<file path="src/hdl/tpag_pkg.sv">
// Shared constants, register codes and types of the permute address generator.
package tpag_pkg;

	// Fixed geometry of the datapath.
	localparam int unsigned HW_AXES      = 4;
	localparam int unsigned AXIS_W       = 2;
	localparam int unsigned RANK_W       = 3;
	localparam int unsigned SIZE_W       = 9;
	localparam int unsigned SIZE_REG_MAX = (1 << SIZE_W) - 1;
	localparam int unsigned PERM_W       = 8;
	localparam int unsigned VALUE_W      = 64;
	localparam int unsigned INDEX_W      = 32;

	// Configuration port.
	localparam int unsigned CFG_IDX_W  = 3;
	localparam int unsigned CFG_DATA_W = 9;

	// Default values of the top level parameters.
	localparam int unsigned DEF_MAX_RANK     = 4;
	localparam int unsigned DEF_MAX_DIM_SIZE = 256;

	// Register values after reset.
	localparam logic [RANK_W-1:0] RESET_RANK    = 3'd4;
	localparam logic [SIZE_W-1:0] RESET_SIZE    = 9'd1;
	localparam logic [PERM_W-1:0] RESET_PERM    = 8'd228;
	localparam logic              RESET_REVERSE = 1'b1;

	// Configuration register indexes.
	typedef enum logic [CFG_IDX_W-1:0] {
		REG_RANK    = 3'd0,
		REG_SIZE0   = 3'd1,
		REG_SIZE1   = 3'd2,
		REG_SIZE2   = 3'd3,
		REG_SIZE3   = 3'd4,
		REG_PERM    = 3'd5,
		REG_REVERSE = 3'd6
	} cfg_reg_t;

	// Status flags that travel with an element down the index chain.
	typedef struct packed {
		logic perm_error;
		logic last_elem;
	} idx_ctl_t;

	// Per destination axis selection given to one index cell.
	typedef struct packed {
		logic              active;
		logic [AXIS_W-1:0] axis;
	} axis_sel_t;

endpackage

</file>
<file path="src/hdl/tpag_ifs.sv">
// Channel interfaces of the permute address generator: elements, results, configuration.
interface tpag_in_if;
	import tpag_pkg::*;

	logic               valid;
	logic               ready;
	logic [VALUE_W-1:0] elem_value;

	modport source(output valid, output elem_value, input ready);
	modport sink(input valid, input elem_value, output ready);
endinterface

interface tpag_out_if;
	import tpag_pkg::*;

	logic               valid;
	logic               ready;
	logic [INDEX_W-1:0] dest_index;
	logic [VALUE_W-1:0] out_value;
	logic               perm_error;
	logic               last_elem;

	modport source(output valid, output dest_index, output out_value, output perm_error,
		output last_elem, input ready);
	modport sink(input valid, input dest_index, input out_value, input perm_error,
		input last_elem, output ready);
endinterface

interface tpag_cfg_if;
	import tpag_pkg::*;

	logic                  valid;
	logic                  ready;
	logic [CFG_IDX_W-1:0]  index;
	logic [CFG_DATA_W-1:0] data;

	modport source(output valid, output index, output data, input ready);
	modport sink(input valid, input index, input data, output ready);
endinterface

</file>
<file path="src/hdl/tpag_digit_cell.sv">
// One digit of the source index odometer, chained to its neighbors by a carry.
module tpag_digit_cell #(
	parameter int unsigned DIG_W = 8,
	parameter int unsigned SZ_W  = 9
) (
	input  logic             clk,
	input  logic             arst_n,
	input  logic             step,
	input  logic             active,
	input  logic [SZ_W-1:0]  size,
	input  logic             carry_in,
	output logic             carry_out,
	output logic [DIG_W-1:0] digit
);
	import tpag_pkg::*;

	logic [DIG_W-1:0] digit_q;
	logic [SZ_W:0]    inc;
	logic             at_end;

	// A digit at or past the last position of its dimension rolls over.
	always_comb begin
		inc    = (SZ_W+1)'(digit_q) + (SZ_W+1)'(1);
		at_end = (inc >= {1'b0, size});
	end

	// Unused dimensions pass the carry on untouched.
	assign carry_out = carry_in && (!active || at_end);
	assign digit     = digit_q;

	// Advance on an accepted element when the carry comes in; unused dimensions are held at zero.
	always_ff @(posedge clk or negedge arst_n) begin
		if (!arst_n) begin
			digit_q <= '0;
		end else if (step) begin
			if (!active) begin
				digit_q <= '0;
			end else if (carry_in) begin
				digit_q <= at_end ? '0 : inc[DIG_W-1:0];
			end
		end
	end

endmodule

</file>
<file path="src/hdl/tpag_index_cell.sv">
// One stage of the destination index chain: a Horner multiply-add for one destination axis.
module tpag_index_cell #(
	parameter int unsigned DIG_W = 8,
	parameter int unsigned SZ_W  = 9
) (
	input  logic                                    clk,
	input  logic                                    arst_n,
	input  tpag_pkg::axis_sel_t                     sel,
	input  logic [tpag_pkg::HW_AXES-1:0][SZ_W-1:0]  sizes,
	input  logic                                    up_valid,
	output logic                                    up_ready,
	input  logic [tpag_pkg::INDEX_W-1:0]            up_acc,
	input  logic [tpag_pkg::HW_AXES-1:0][DIG_W-1:0] up_digits,
	input  logic [tpag_pkg::VALUE_W-1:0]            up_value,
	input  tpag_pkg::idx_ctl_t                      up_ctl,
	output logic                                    dn_valid,
	input  logic                                    dn_ready,
	output logic [tpag_pkg::INDEX_W-1:0]            dn_acc,
	output logic [tpag_pkg::HW_AXES-1:0][DIG_W-1:0] dn_digits,
	output logic [tpag_pkg::VALUE_W-1:0]            dn_value,
	output tpag_pkg::idx_ctl_t                      dn_ctl
);
	import tpag_pkg::*;

	logic                             valid_q;
	logic [INDEX_W-1:0]               acc_q;
	logic [HW_AXES-1:0][DIG_W-1:0]    digits_q;
	logic [VALUE_W-1:0]               value_q;
	idx_ctl_t                         ctl_q;
	logic [SZ_W-1:0]                  size_pick;
	logic [DIG_W-1:0]                 digit_pick;
	logic [INDEX_W+SZ_W-1:0]          prod;
	logic [INDEX_W-1:0]               acc_next;

	// Scale the partial index by this axis size and add this axis digit; an inactive cell passes the index on unchanged.
	always_comb begin
		size_pick  = sizes[sel.axis];
		digit_pick = up_digits[sel.axis];
		prod       = (INDEX_W+SZ_W)'(up_acc) * (INDEX_W+SZ_W)'(size_pick);
		acc_next   = sel.active ? (prod[INDEX_W-1:0] + INDEX_W'(digit_pick)) : up_acc;
	end

	// The stage takes a new transaction whenever it is empty or draining.
	assign up_ready = !valid_q || dn_ready;

	always_ff @(posedge clk or negedge arst_n) begin
		if (!arst_n) begin
			valid_q <= 1'b0;
		end else if (up_ready) begin
			valid_q <= up_valid;
		end
	end

	// Payload of the stage.
	always_ff @(posedge clk) begin
		if (up_valid && up_ready) begin
			acc_q    <= acc_next;
			digits_q <= up_digits;
			value_q  <= up_value;
			ctl_q    <= up_ctl;
		end
	end

	assign dn_valid  = valid_q;
	assign dn_acc    = acc_q;
	assign dn_digits = digits_q;
	assign dn_value  = value_q;
	assign dn_ctl    = ctl_q;

endmodule

</file>
<file path="src/hdl/tensor_permute_address_generator.sv">
// Tensor axis-permute address generator. Source elements are taken in row-major order,
// one per clock, and each leaves with its row-major flat index in the permuted tensor,
// its value unchanged, an error flag for an invalid permutation and a mark on the last
// element. Throughput is one element per cycle; every element passes through the four
// cells of the index chain, each a register stage that does a single 32 by 9 bit
// multiply-add for one destination axis. Back pressure on the results
// fills the chain stage by stage before the element side stalls. The source index
// odometer is a row of digit cells that advances on each accepted element and wraps after
// the last one; configuration writes do not clear it. Configuration is to be written only
// while no element is in flight; the configuration channel is always ready.
module tensor_permute_address_generator #(
	parameter int unsigned MAX_RANK     = tpag_pkg::DEF_MAX_RANK,
	parameter int unsigned MAX_DIM_SIZE = tpag_pkg::DEF_MAX_DIM_SIZE
) (
	input logic         clk,
	input logic         arst_n,
	tpag_in_if.sink     elements,
	tpag_out_if.source  results,
	tpag_cfg_if.sink    cfg
);
	import tpag_pkg::*;

	localparam int unsigned SIZE_CAP = (MAX_DIM_SIZE < SIZE_REG_MAX) ? MAX_DIM_SIZE
		: SIZE_REG_MAX;
	localparam int unsigned SZ_W     = $clog2(SIZE_CAP + 1);
	localparam int unsigned DIG_W    = $clog2(SIZE_CAP);
	localparam int unsigned RANK_CAP = (MAX_RANK < HW_AXES) ? MAX_RANK : HW_AXES;

	// Configuration registers.
	logic [RANK_W-1:0]              rank_q;
	logic [HW_AXES-1:0][SIZE_W-1:0] size_q;
	logic [PERM_W-1:0]              perm_q;
	logic                           reverse_q;

	// Derived configuration.
	logic [RANK_W-1:0]              rank_eff;
	logic [HW_AXES-1:0]             active;
	logic [HW_AXES-1:0][SZ_W-1:0]   size_eff;
	axis_sel_t [HW_AXES-1:0]        cell_sel;
	logic                           perm_err;

	// Odometer.
	logic                           step;
	logic [HW_AXES:0]               carry;
	logic [HW_AXES-1:0][DIG_W-1:0]  digits;

	// Index chain links; link zero is the element channel.
	logic [HW_AXES:0]                           vld;
	logic [HW_AXES:0]                           rdy;
	logic [HW_AXES:0][INDEX_W-1:0]              acc;
	logic [HW_AXES:0][HW_AXES-1:0][DIG_W-1:0]   dig;
	logic [HW_AXES:0][VALUE_W-1:0]              val;
	idx_ctl_t [HW_AXES:0]                       ctl;

	// Configuration writes; an index beyond the register list is dropped.
	assign cfg.ready = 1'b1;

	always_ff @(posedge clk or negedge arst_n) begin
		if (!arst_n) begin
			rank_q    <= RESET_RANK;
			size_q    <= {HW_AXES{RESET_SIZE}};
			perm_q    <= RESET_PERM;
			reverse_q <= RESET_REVERSE;
		end else if (cfg.valid) begin
			case (cfg_reg_t'(cfg.index))
				REG_RANK:    rank_q    <= cfg.data[RANK_W-1:0];
				REG_SIZE0:   size_q[0] <= cfg.data[SIZE_W-1:0];
				REG_SIZE1:   size_q[1] <= cfg.data[SIZE_W-1:0];
				REG_SIZE2:   size_q[2] <= cfg.data[SIZE_W-1:0];
				REG_SIZE3:   size_q[3] <= cfg.data[SIZE_W-1:0];
				REG_PERM:    perm_q    <= cfg.data[PERM_W-1:0];
				REG_REVERSE: reverse_q <= cfg.data[0];
				default: begin
				end
			endcase
		end
	end

	// Rank is clamped to one at the bottom and to the axis limit at the top.
	always_comb begin
		if (rank_q == '0) begin
			rank_eff = RANK_W'(1);
		end else if (rank_q > RANK_W'(RANK_CAP)) begin
			rank_eff = RANK_W'(RANK_CAP);
		end else begin
			rank_eff = rank_q;
		end
	end

	// Sizes are clamped; dimensions beyond the rank count as size one.
	always_comb begin
		for (int d = 0; d < HW_AXES; d++) begin
			active[d] = (RANK_W'(d) < rank_eff);
			if (!active[d] || size_q[d] == '0) begin
				size_eff[d] = SZ_W'(1);
			end else if (size_q[d] > SIZE_W'(SIZE_CAP)) begin
				size_eff[d] = SZ_W'(SIZE_CAP);
			end else begin
				size_eff[d] = SZ_W'(size_q[d]);
			end
		end
	end

	// Source axis of each destination axis, with range and duplicate checks.
	always_comb begin
		logic [HW_AXES-1:0] used;
		logic [RANK_W-1:0]  rev_axis;
		logic [RANK_W-1:0]  src_axis;
		used     = '0;
		perm_err = 1'b0;
		rev_axis = '0;
		src_axis = '0;
		for (int j = 0; j < HW_AXES; j++) begin
			rev_axis = rank_eff - RANK_W'(1) - RANK_W'(j);
			src_axis = reverse_q ? rev_axis : RANK_W'(perm_q[AXIS_W*j +: AXIS_W]);
			if (active[j]) begin
				if (src_axis >= rank_eff || used[src_axis[AXIS_W-1:0]]) begin
					perm_err = 1'b1;
				end else begin
					used[src_axis[AXIS_W-1:0]] = 1'b1;
				end
			end
			cell_sel[j].active = active[j];
			cell_sel[j].axis   = src_axis[AXIS_W-1:0];
		end
	end

	// Odometer: the carry enters at the innermost digit and ripples outward.
	assign step             = elements.valid && elements.ready;
	assign carry[HW_AXES]   = 1'b1;

	for (genvar d = 0; d < HW_AXES; d++) begin : g_digit
		tpag_digit_cell #(
			.DIG_W(DIG_W),
			.SZ_W (SZ_W)
		) u_digit (
			.clk      (clk),
			.arst_n   (arst_n),
			.step     (step),
			.active   (active[d]),
			.size     (size_eff[d]),
			.carry_in (carry[d+1]),
			.carry_out(carry[d]),
			.digit    (digits[d])
		);
	end

	// Head of the index chain: the element transaction with the current digits.
	assign vld[0]              = elements.valid;
	assign elements.ready      = rdy[0];
	assign acc[0]              = '0;
	assign dig[0]              = digits;
	assign val[0]              = elements.elem_value;
	assign ctl[0].perm_error   = perm_err;
	assign ctl[0].last_elem    = carry[0];

	for (genvar j = 0; j < HW_AXES; j++) begin : g_index
		tpag_index_cell #(
			.DIG_W(DIG_W),
			.SZ_W (SZ_W)
		) u_index (
			.clk      (clk),
			.arst_n   (arst_n),
			.sel      (cell_sel[j]),
			.sizes    (size_eff),
			.up_valid (vld[j]),
			.up_ready (rdy[j]),
			.up_acc   (acc[j]),
			.up_digits(dig[j]),
			.up_value (val[j]),
			.up_ctl   (ctl[j]),
			.dn_valid (vld[j+1]),
			.dn_ready (rdy[j+1]),
			.dn_acc   (acc[j+1]),
			.dn_digits(dig[j+1]),
			.dn_value (val[j+1]),
			.dn_ctl   (ctl[j+1])
		);
	end

	// The last cell is the output register; an invalid permutation gives index zero.
	assign results.valid      = vld[HW_AXES];
	assign rdy[HW_AXES]       = results.ready;
	assign results.dest_index = ctl[HW_AXES].perm_error ? '0 : acc[HW_AXES];
	assign results.out_value  = val[HW_AXES];
	assign results.perm_error = ctl[HW_AXES].perm_error;
	assign results.last_elem  = ctl[HW_AXES].last_elem;

endmodule

</file>
<file path="src/flat_wrapper.sv">
// flat-port wrapper written by rule: the top's interface ports become plain ports
module tensor_permute_address_generator_flat import tpag_pkg::*;
#(
	parameter int unsigned MAX_RANK     = tpag_pkg::DEF_MAX_RANK,
	parameter int unsigned MAX_DIM_SIZE = tpag_pkg::DEF_MAX_DIM_SIZE
)
  (clk, arst_n, elements_valid, elements_elem_value, elements_ready, results_valid, results_dest_index, results_out_value, results_perm_error, results_last_elem, results_ready, cfg_valid, cfg_index, cfg_data, cfg_ready);
  tpag_in_if elements_i ();
  tpag_out_if results_i ();
  tpag_cfg_if cfg_i ();
  input logic clk;
  input logic arst_n;
  input wire logic [$bits(elements_i.valid)-1:0] elements_valid;
  input wire logic [$bits(elements_i.elem_value)-1:0] elements_elem_value;
  output wire logic [$bits(elements_i.ready)-1:0] elements_ready;
  output wire logic [$bits(results_i.valid)-1:0] results_valid;
  output wire logic [$bits(results_i.dest_index)-1:0] results_dest_index;
  output wire logic [$bits(results_i.out_value)-1:0] results_out_value;
  output wire logic [$bits(results_i.perm_error)-1:0] results_perm_error;
  output wire logic [$bits(results_i.last_elem)-1:0] results_last_elem;
  input wire logic [$bits(results_i.ready)-1:0] results_ready;
  input wire logic [$bits(cfg_i.valid)-1:0] cfg_valid;
  input wire logic [$bits(cfg_i.index)-1:0] cfg_index;
  input wire logic [$bits(cfg_i.data)-1:0] cfg_data;
  output wire logic [$bits(cfg_i.ready)-1:0] cfg_ready;
  assign elements_i.valid = elements_valid;
  assign elements_i.elem_value = elements_elem_value;
  assign elements_ready = elements_i.ready;
  assign results_valid = results_i.valid;
  assign results_dest_index = results_i.dest_index;
  assign results_out_value = results_i.out_value;
  assign results_perm_error = results_i.perm_error;
  assign results_last_elem = results_i.last_elem;
  assign results_i.ready = results_ready;
  assign cfg_i.valid = cfg_valid;
  assign cfg_i.index = cfg_index;
  assign cfg_i.data = cfg_data;
  assign cfg_ready = cfg_i.ready;
  tensor_permute_address_generator #(.MAX_RANK(MAX_RANK), .MAX_DIM_SIZE(MAX_DIM_SIZE)) u_core (.clk(clk), .arst_n(arst_n), .elements(elements_i), .results(results_i), .cfg(cfg_i));
endmodule
</file>
<file path="config.mk">
export PLATFORM = sky130hd
export DESIGN_NAME = tensor_permute_address_generator_flat
export DESIGN_NICKNAME = d
export VERILOG_FILES = /design/src/hdl/tpag_pkg.sv /design/src/hdl/tpag_ifs.sv /design/src/hdl/tpag_digit_cell.sv /design/src/hdl/tpag_index_cell.sv /design/src/hdl/tensor_permute_address_generator.sv /design/src/flat_wrapper.sv
export SDC_FILE = /design/constraint.sdc
export NUM_CORES = 2
export LEC_CHECK = 0
export ABC_AREA = 0
export BUFFER_PORTS_ARGS = -buffer_cell sky130_fd_sc_hd__clkbuf_2
export CAP_MARGIN = 20
export CORE_ASPECT_RATIO = 2
export CORE_MARGIN = 5
export CORE_UTILIZATION = 60
export CTS_BUF_LIST = sky130_fd_sc_hd__clkbuf_2
export CTS_CLUSTER_DIAMETER = 150
export DETAILED_ROUTE_END_ITERATION = 7
export GPL_TIMING_DRIVEN = 0
export PLACE_DENSITY = 0.77
export SYNTH_ARGS = -nofsm -noshare
export SYNTH_HDL_FRONTEND = slang
export SYNTH_HIERARCHICAL = 1
export SYNTH_SLANG_ARGS = --single-unit
</file>
<file path="constraint.sdc">
create_clock -name clk -period 16.2 [get_ports clk]
set_clock_uncertainty 0.2 [all_clocks]
set_input_delay 0.81 -clock clk [delete_from_list [all_inputs] [get_ports clk]]
set_output_delay 0.81 -clock clk [all_outputs]
set_load 0.05 [all_outputs]
</file>
Word level (Yosys, flattened, before mapping)

Index checks and enable logic that the tools add are counted.

Multiply operators: 3
$lt $le $gt $ge: 24
Bitwise gates (word level): 2
Eq/ne operators: 9
$add $sub $neg: 11
Reduce and logical (&&, ||, !) cells: 50
Multiplexer cells: 71

Operators with widths:

| operator                                                                      | count |
|---|---|
| 32-bit two-way mux                                                            | 4 |
| 8-bit two-way mux                                                             | 15 |
| 9-bit two-way mux                                                             | 11 |
| 32-bit by 8-bit adder with 32-bit output                                      | 3 |
| 32-bit by 9-bit multiplier with 32-bit output                                 | 3 |
| 8-bit binary-select mux with 2-bit select                                     | 4 |
| 9-bit binary-select mux with 2-bit select                                     | 3 |
| 10-bit by 9-bit >= comparator with 1-bit output                               | 4 |
| 8-bit by 1-bit adder with 9-bit output (second input constant)                | 4 |
| 9-bit greater-than comparator (second input constant)                         | 4 |
| 9-bit zero test                                                               | 4 |
| 4-bit two-way mux                                                             | 6 |
| 2-bit AND reduction                                                           | 10 |
| 3-bit two-way mux                                                             | 6 |
| 1-bit logical OR                                                              | 16 |
| 1-bit two-way mux                                                             | 15 |
| 3-bit >= comparator                                                           | 4 |
| 2-bit by 3-bit less-than comparator with 1-bit output (second input constant) | 4 |
| 1-bit logical AND                                                             | 10 |
| 3-bit equality test (second input constant)                                   | 3 |
| 1-bit binary-select mux with 2-bit select                                     | 4 |
| 1-bit zero test                                                               | 8 |
| 4-bit bitwise OR                                                              | 2 |
| 1-bit demux with 2-bit select                                                 | 3 |
| 10 further kinds                                                              | 20 |

Output and inout bits: 101
Register bits: 572
Input port bits: 81

Logic depth before layout (Yosys ltp)

Depth after elaboration: 26
Depth in mapped cells: 32
Depth with buffers taken out: 28

Modules after synthesis

The synthesis kept the hierarchy.

Modules (own cells, without submodules):

| module                                       | area an instance (um2) | cells each | instances | seq. area each (um2) |
|---|---|---|---|---|
| tpag_index_cell at u_core.g_index[0].u_index | 12465.7                | 1051       | 1         | 3928.8 |
| tpag_index_cell at u_core.g_index[2].u_index | 12463.2                | 1056       | 1         | 3928.8 |
| tpag_index_cell at u_core.g_index[3].u_index | 12424.4                | 1057       | 1         | 3928.8 |
| tpag_index_cell at u_core.g_index[1].u_index | 12381.9                | 1044       | 1         | 3928.8 |
| tensor_permute_address_generator             | 3131.8                 | 309        | 1         | 1213.7 |
| tpag_digit_cell                              | 742.0                  | 85         | 4         | 200.2 |

Worst setup path before layout

Ideal clock, no wire load.

Path kind: register to register
From: register u_core.rank_q[2]
To: register u_core.g_index[2].u_index.acc_q[28] (data pin)
Setup time: 0.261 ns
Cell stages (with the launch flop): 29
Arrival: 7.263 ns
Setup slack: 8.477 ns
Buffers on the path: 5
Cell sequence: dfstp_2 > buf_6 > inv_1 > nand2_1 > ha_1 > and2b_2 > a21o_2 > buf_4 > buf_2 > buf_2 > mux2i_1 > nor2_1 > a21oi_1 > clkbuf_1 > nor2b_1 > fa_1 > fa_1 > fa_1 > fa_1 > ha_1 > ha_1 > and3_1 > a221oi_2 > inv_1 > a2111oi_2 > nand2_1 > a21oi_2 > o21ai_0 > a221o_1

RTL lines:

| what                   | line                                   | RTL |
|---|---|---|
| from (decl)            | tensor_permute_address_generator.sv:30 | `logic [RANK_W-1:0] rank_q;` |
| from (signal assigned) | tensor_permute_address_generator.sv:66 | `REG_RANK: rank_q <= cfg.data[RANK_W-1:0];` |
| to (signal assigned)   | tpag_index_cell.sv:57                  | `acc_q <= acc_next;` |
| to (decl)              | tpag_index_cell.sv:26                  | `logic [INDEX_W-1:0] acc_q;` |

==> summary.md <==
| Metric | Value |
|---|---|
| Initial core utilization | `0.602` |
| Router iterations before antenna repair | `6` |
| Via/cell ratio | `5.86` |
| Tcrit/Tclk final | `0.616` |
| Routed Antenna Nets | `0` |
| DRC Markers | `0` |
| Core Box Area | `91100 um2` |
| Tmin final | `9.99 ns` |
| Full die area | `98000 um2` |
| Share of layout cells above drive strength 1 | `0.121` |
| Worst slew margin | `0.273` |
| Critical path type | `flop to flop` |
| CTS root buffer | `clkbuf_2` |
| Syn. warnings | `6` |
| Path category of the worst min-delay check | `flop to flop` |
| Synth Instances | `4825` |
| Final-report hold violation count | `0` |
| First-pass GRT wire length | `236000 um` |
| Achievable frequency | `0.100 GHz` |
| Maximum root-to-sink buffer count | `3` |
| Reg2reg setup slack | `6.21 ns` |
| Inserted Clock Buffers | `118` |
| Mean post-synth cell area | `11.4 um2` |
| Post-cts sizing count | `0` |
| Worst endpoint required time | `17.15 ns` |
| Clock sink count | `572` |
| Total gr overflow | `0` |
| Post-Route Setup TNS | `0 ns` |
| Worst setup SP type | `flop` |
| Post-detail-place hpwl | `113000 um` |
| Largest net degree at the start of global routing | `70` |
| Layout area overhead | `10.6%` |
| Final WL | `151000 um` |
| Cells on worst reg2reg path | `28` |
| Vias | `39183` |
| Die width | `224 um` |
| Worst Setup End Kind | `flop` |
| All-layer global routing usage | `0.311` |
| Status | `finished, final reports clean` |
| Initial antenna violation count | `3` |
| Crit-path max FO | `10` |
| Max capacitance violation total | `0` |
| Worst hold stages | `0` |
| Most used cell, CP | `fa_1` |
| Starting DRT DRC Count | `2795` |
| H-tree levels | `3` |
| Slew @ Worst Pin | `1.09 ns` |
| Layout Nets | `6540` |
| Crit-path slowest cell | `a21oi_1` |
| Max-slew violations | `0` |
| Clock latency on the worst-skew pair | `1.47 ns` |
| Die Ht | `438 um` |
| Port Buf Inserts | `178` |
| FP Rows | `157` |
| CTS tree | `built` |
| Setup Viol. Count Final | `0` |
| Mapped Area | `54900 um2` |
| Routability Congestion | `0.969` |
| Data arrival, critical path | `10.94 ns` |
| RSZ-0062 raised after global routing | `no` |
| Clock transition at path regs | `0.14 ns` |
| Vias in the first global route | `42226` |
| IO Pins | `182` |
| Slowest stage delay, CP | `0.84 ns` |
| Routed length per instance | `22.6 um` |
## per-stage QoR
step	utilization	cell area (um2)	instances	hold WS [ns]	worst slack [ns]
after floorplan	-	55200	4924	0.200	8.48
after global placement	0.632	57600	6294	0.201	6.66
after detailed placement	0.634	57800	6300	0.205	6.47
after CTS	0.666	60700	6680	0.0229	6.41
after global routing	0.666	60700	6686	0.140	5.94
final	0.666	60700	6687	0.134	6.21
## placed cells by master, fill, tap and decap left out, types with 168 or more instances in the layout
cell type / n
fa_1: 732
inv_1: 518
nand2_1: 517
edfxtp_1: 488
and2_1: 460
ha_1: 330
clkbuf_2: 329
nor2b_1: 233
dlygate4sd3_1: 168
## state kept, by name (all words and copies together) (netlist names)
| signal | cells |
|---|---|
| u_core/g_index.u_index/dn_ctl | 8 |
| u_core/perm_q | 8 |
| u_core/rank_q | 3 |
| u_core/size_q | 36 |
| u_core/g_digit.u_digit/digit | 32 |
| u_core/g_index.u_index/dn_acc | 128 |
| u_core/g_index.u_index/dn_valid | 4 |
| u_core/g_index.u_index/dn_digits | 96 |
| u_core/reverse_q | 1 |
| u_core/g_index.u_index/dn_value | 256 |
## final cells by class
type / count / area, um2
Multi-Input combinational cell: 3592 / 35500
Buffer: 236 / 982
Tap cell: 1192 / 1490
Clock buffer: 150 / 751
Inverter: 524 / 1970
Sequential cell: 572 / 16800
Antenna cell: 6 / 15.0
Clock inverter: 62 / 430
Timing Repair Buffer: 353 / 2760
Fill cell: 6860 / 30400
## metal layers
metal	vias to the layer above	track usage	share of wire
met1	19813	0.394	0.38
met5	-	0	0
li1	17096	-	-
met4	0	0.140	0.051
met2	1835	0.523	0.50
met3	439	0.0569	0.074
## critical path: cells and delay by family (launching register included)
kind | cells | cell delay (ns)
buffers and inverters | 6 | 1.68
adder cells (fa/ha/maj) | 7 | 2.99
multiplexers | 1 | 0.32
AO/OA/AOI/OAI | 8 | 2.92
flip-flops | 1 | 0.60
AND/OR/NAND/NOR | 6 | 1.01
## path summary, 6_finish.rpt
path                                                         from                                     end
max                                              u_core/rank_q[2]    u_core/g_index[2].u_index/dn_acc[23]
min                        u_core/g_index[1].u_index/dn_value[63]  u_core/g_index[2].u_index/dn_value[63]
max reg2reg                                      u_core/rank_q[2]    u_core/g_index[2].u_index/dn_acc[23]
min reg2reg                u_core/g_index[1].u_index/dn_value[63]  u_core/g_index[2].u_index/dn_value[63]
max in group asynchronous                                  arst_n                        u_core/perm_q[7]
min in group asynchronous                                  arst_n                       u_core/size_q[20]
## timing repair
| action | in CTS | in global routing |
|---|---|---|
| setup buffers | 0 | 0 |
| endpoints found under the hold margin | 305 | 0 |
| hold buffers | 168 | 0 |
Power is left out: the tool's default activity adds up to more than one toggle a clock period on the data nets, which glitch-free logic cannot reach.
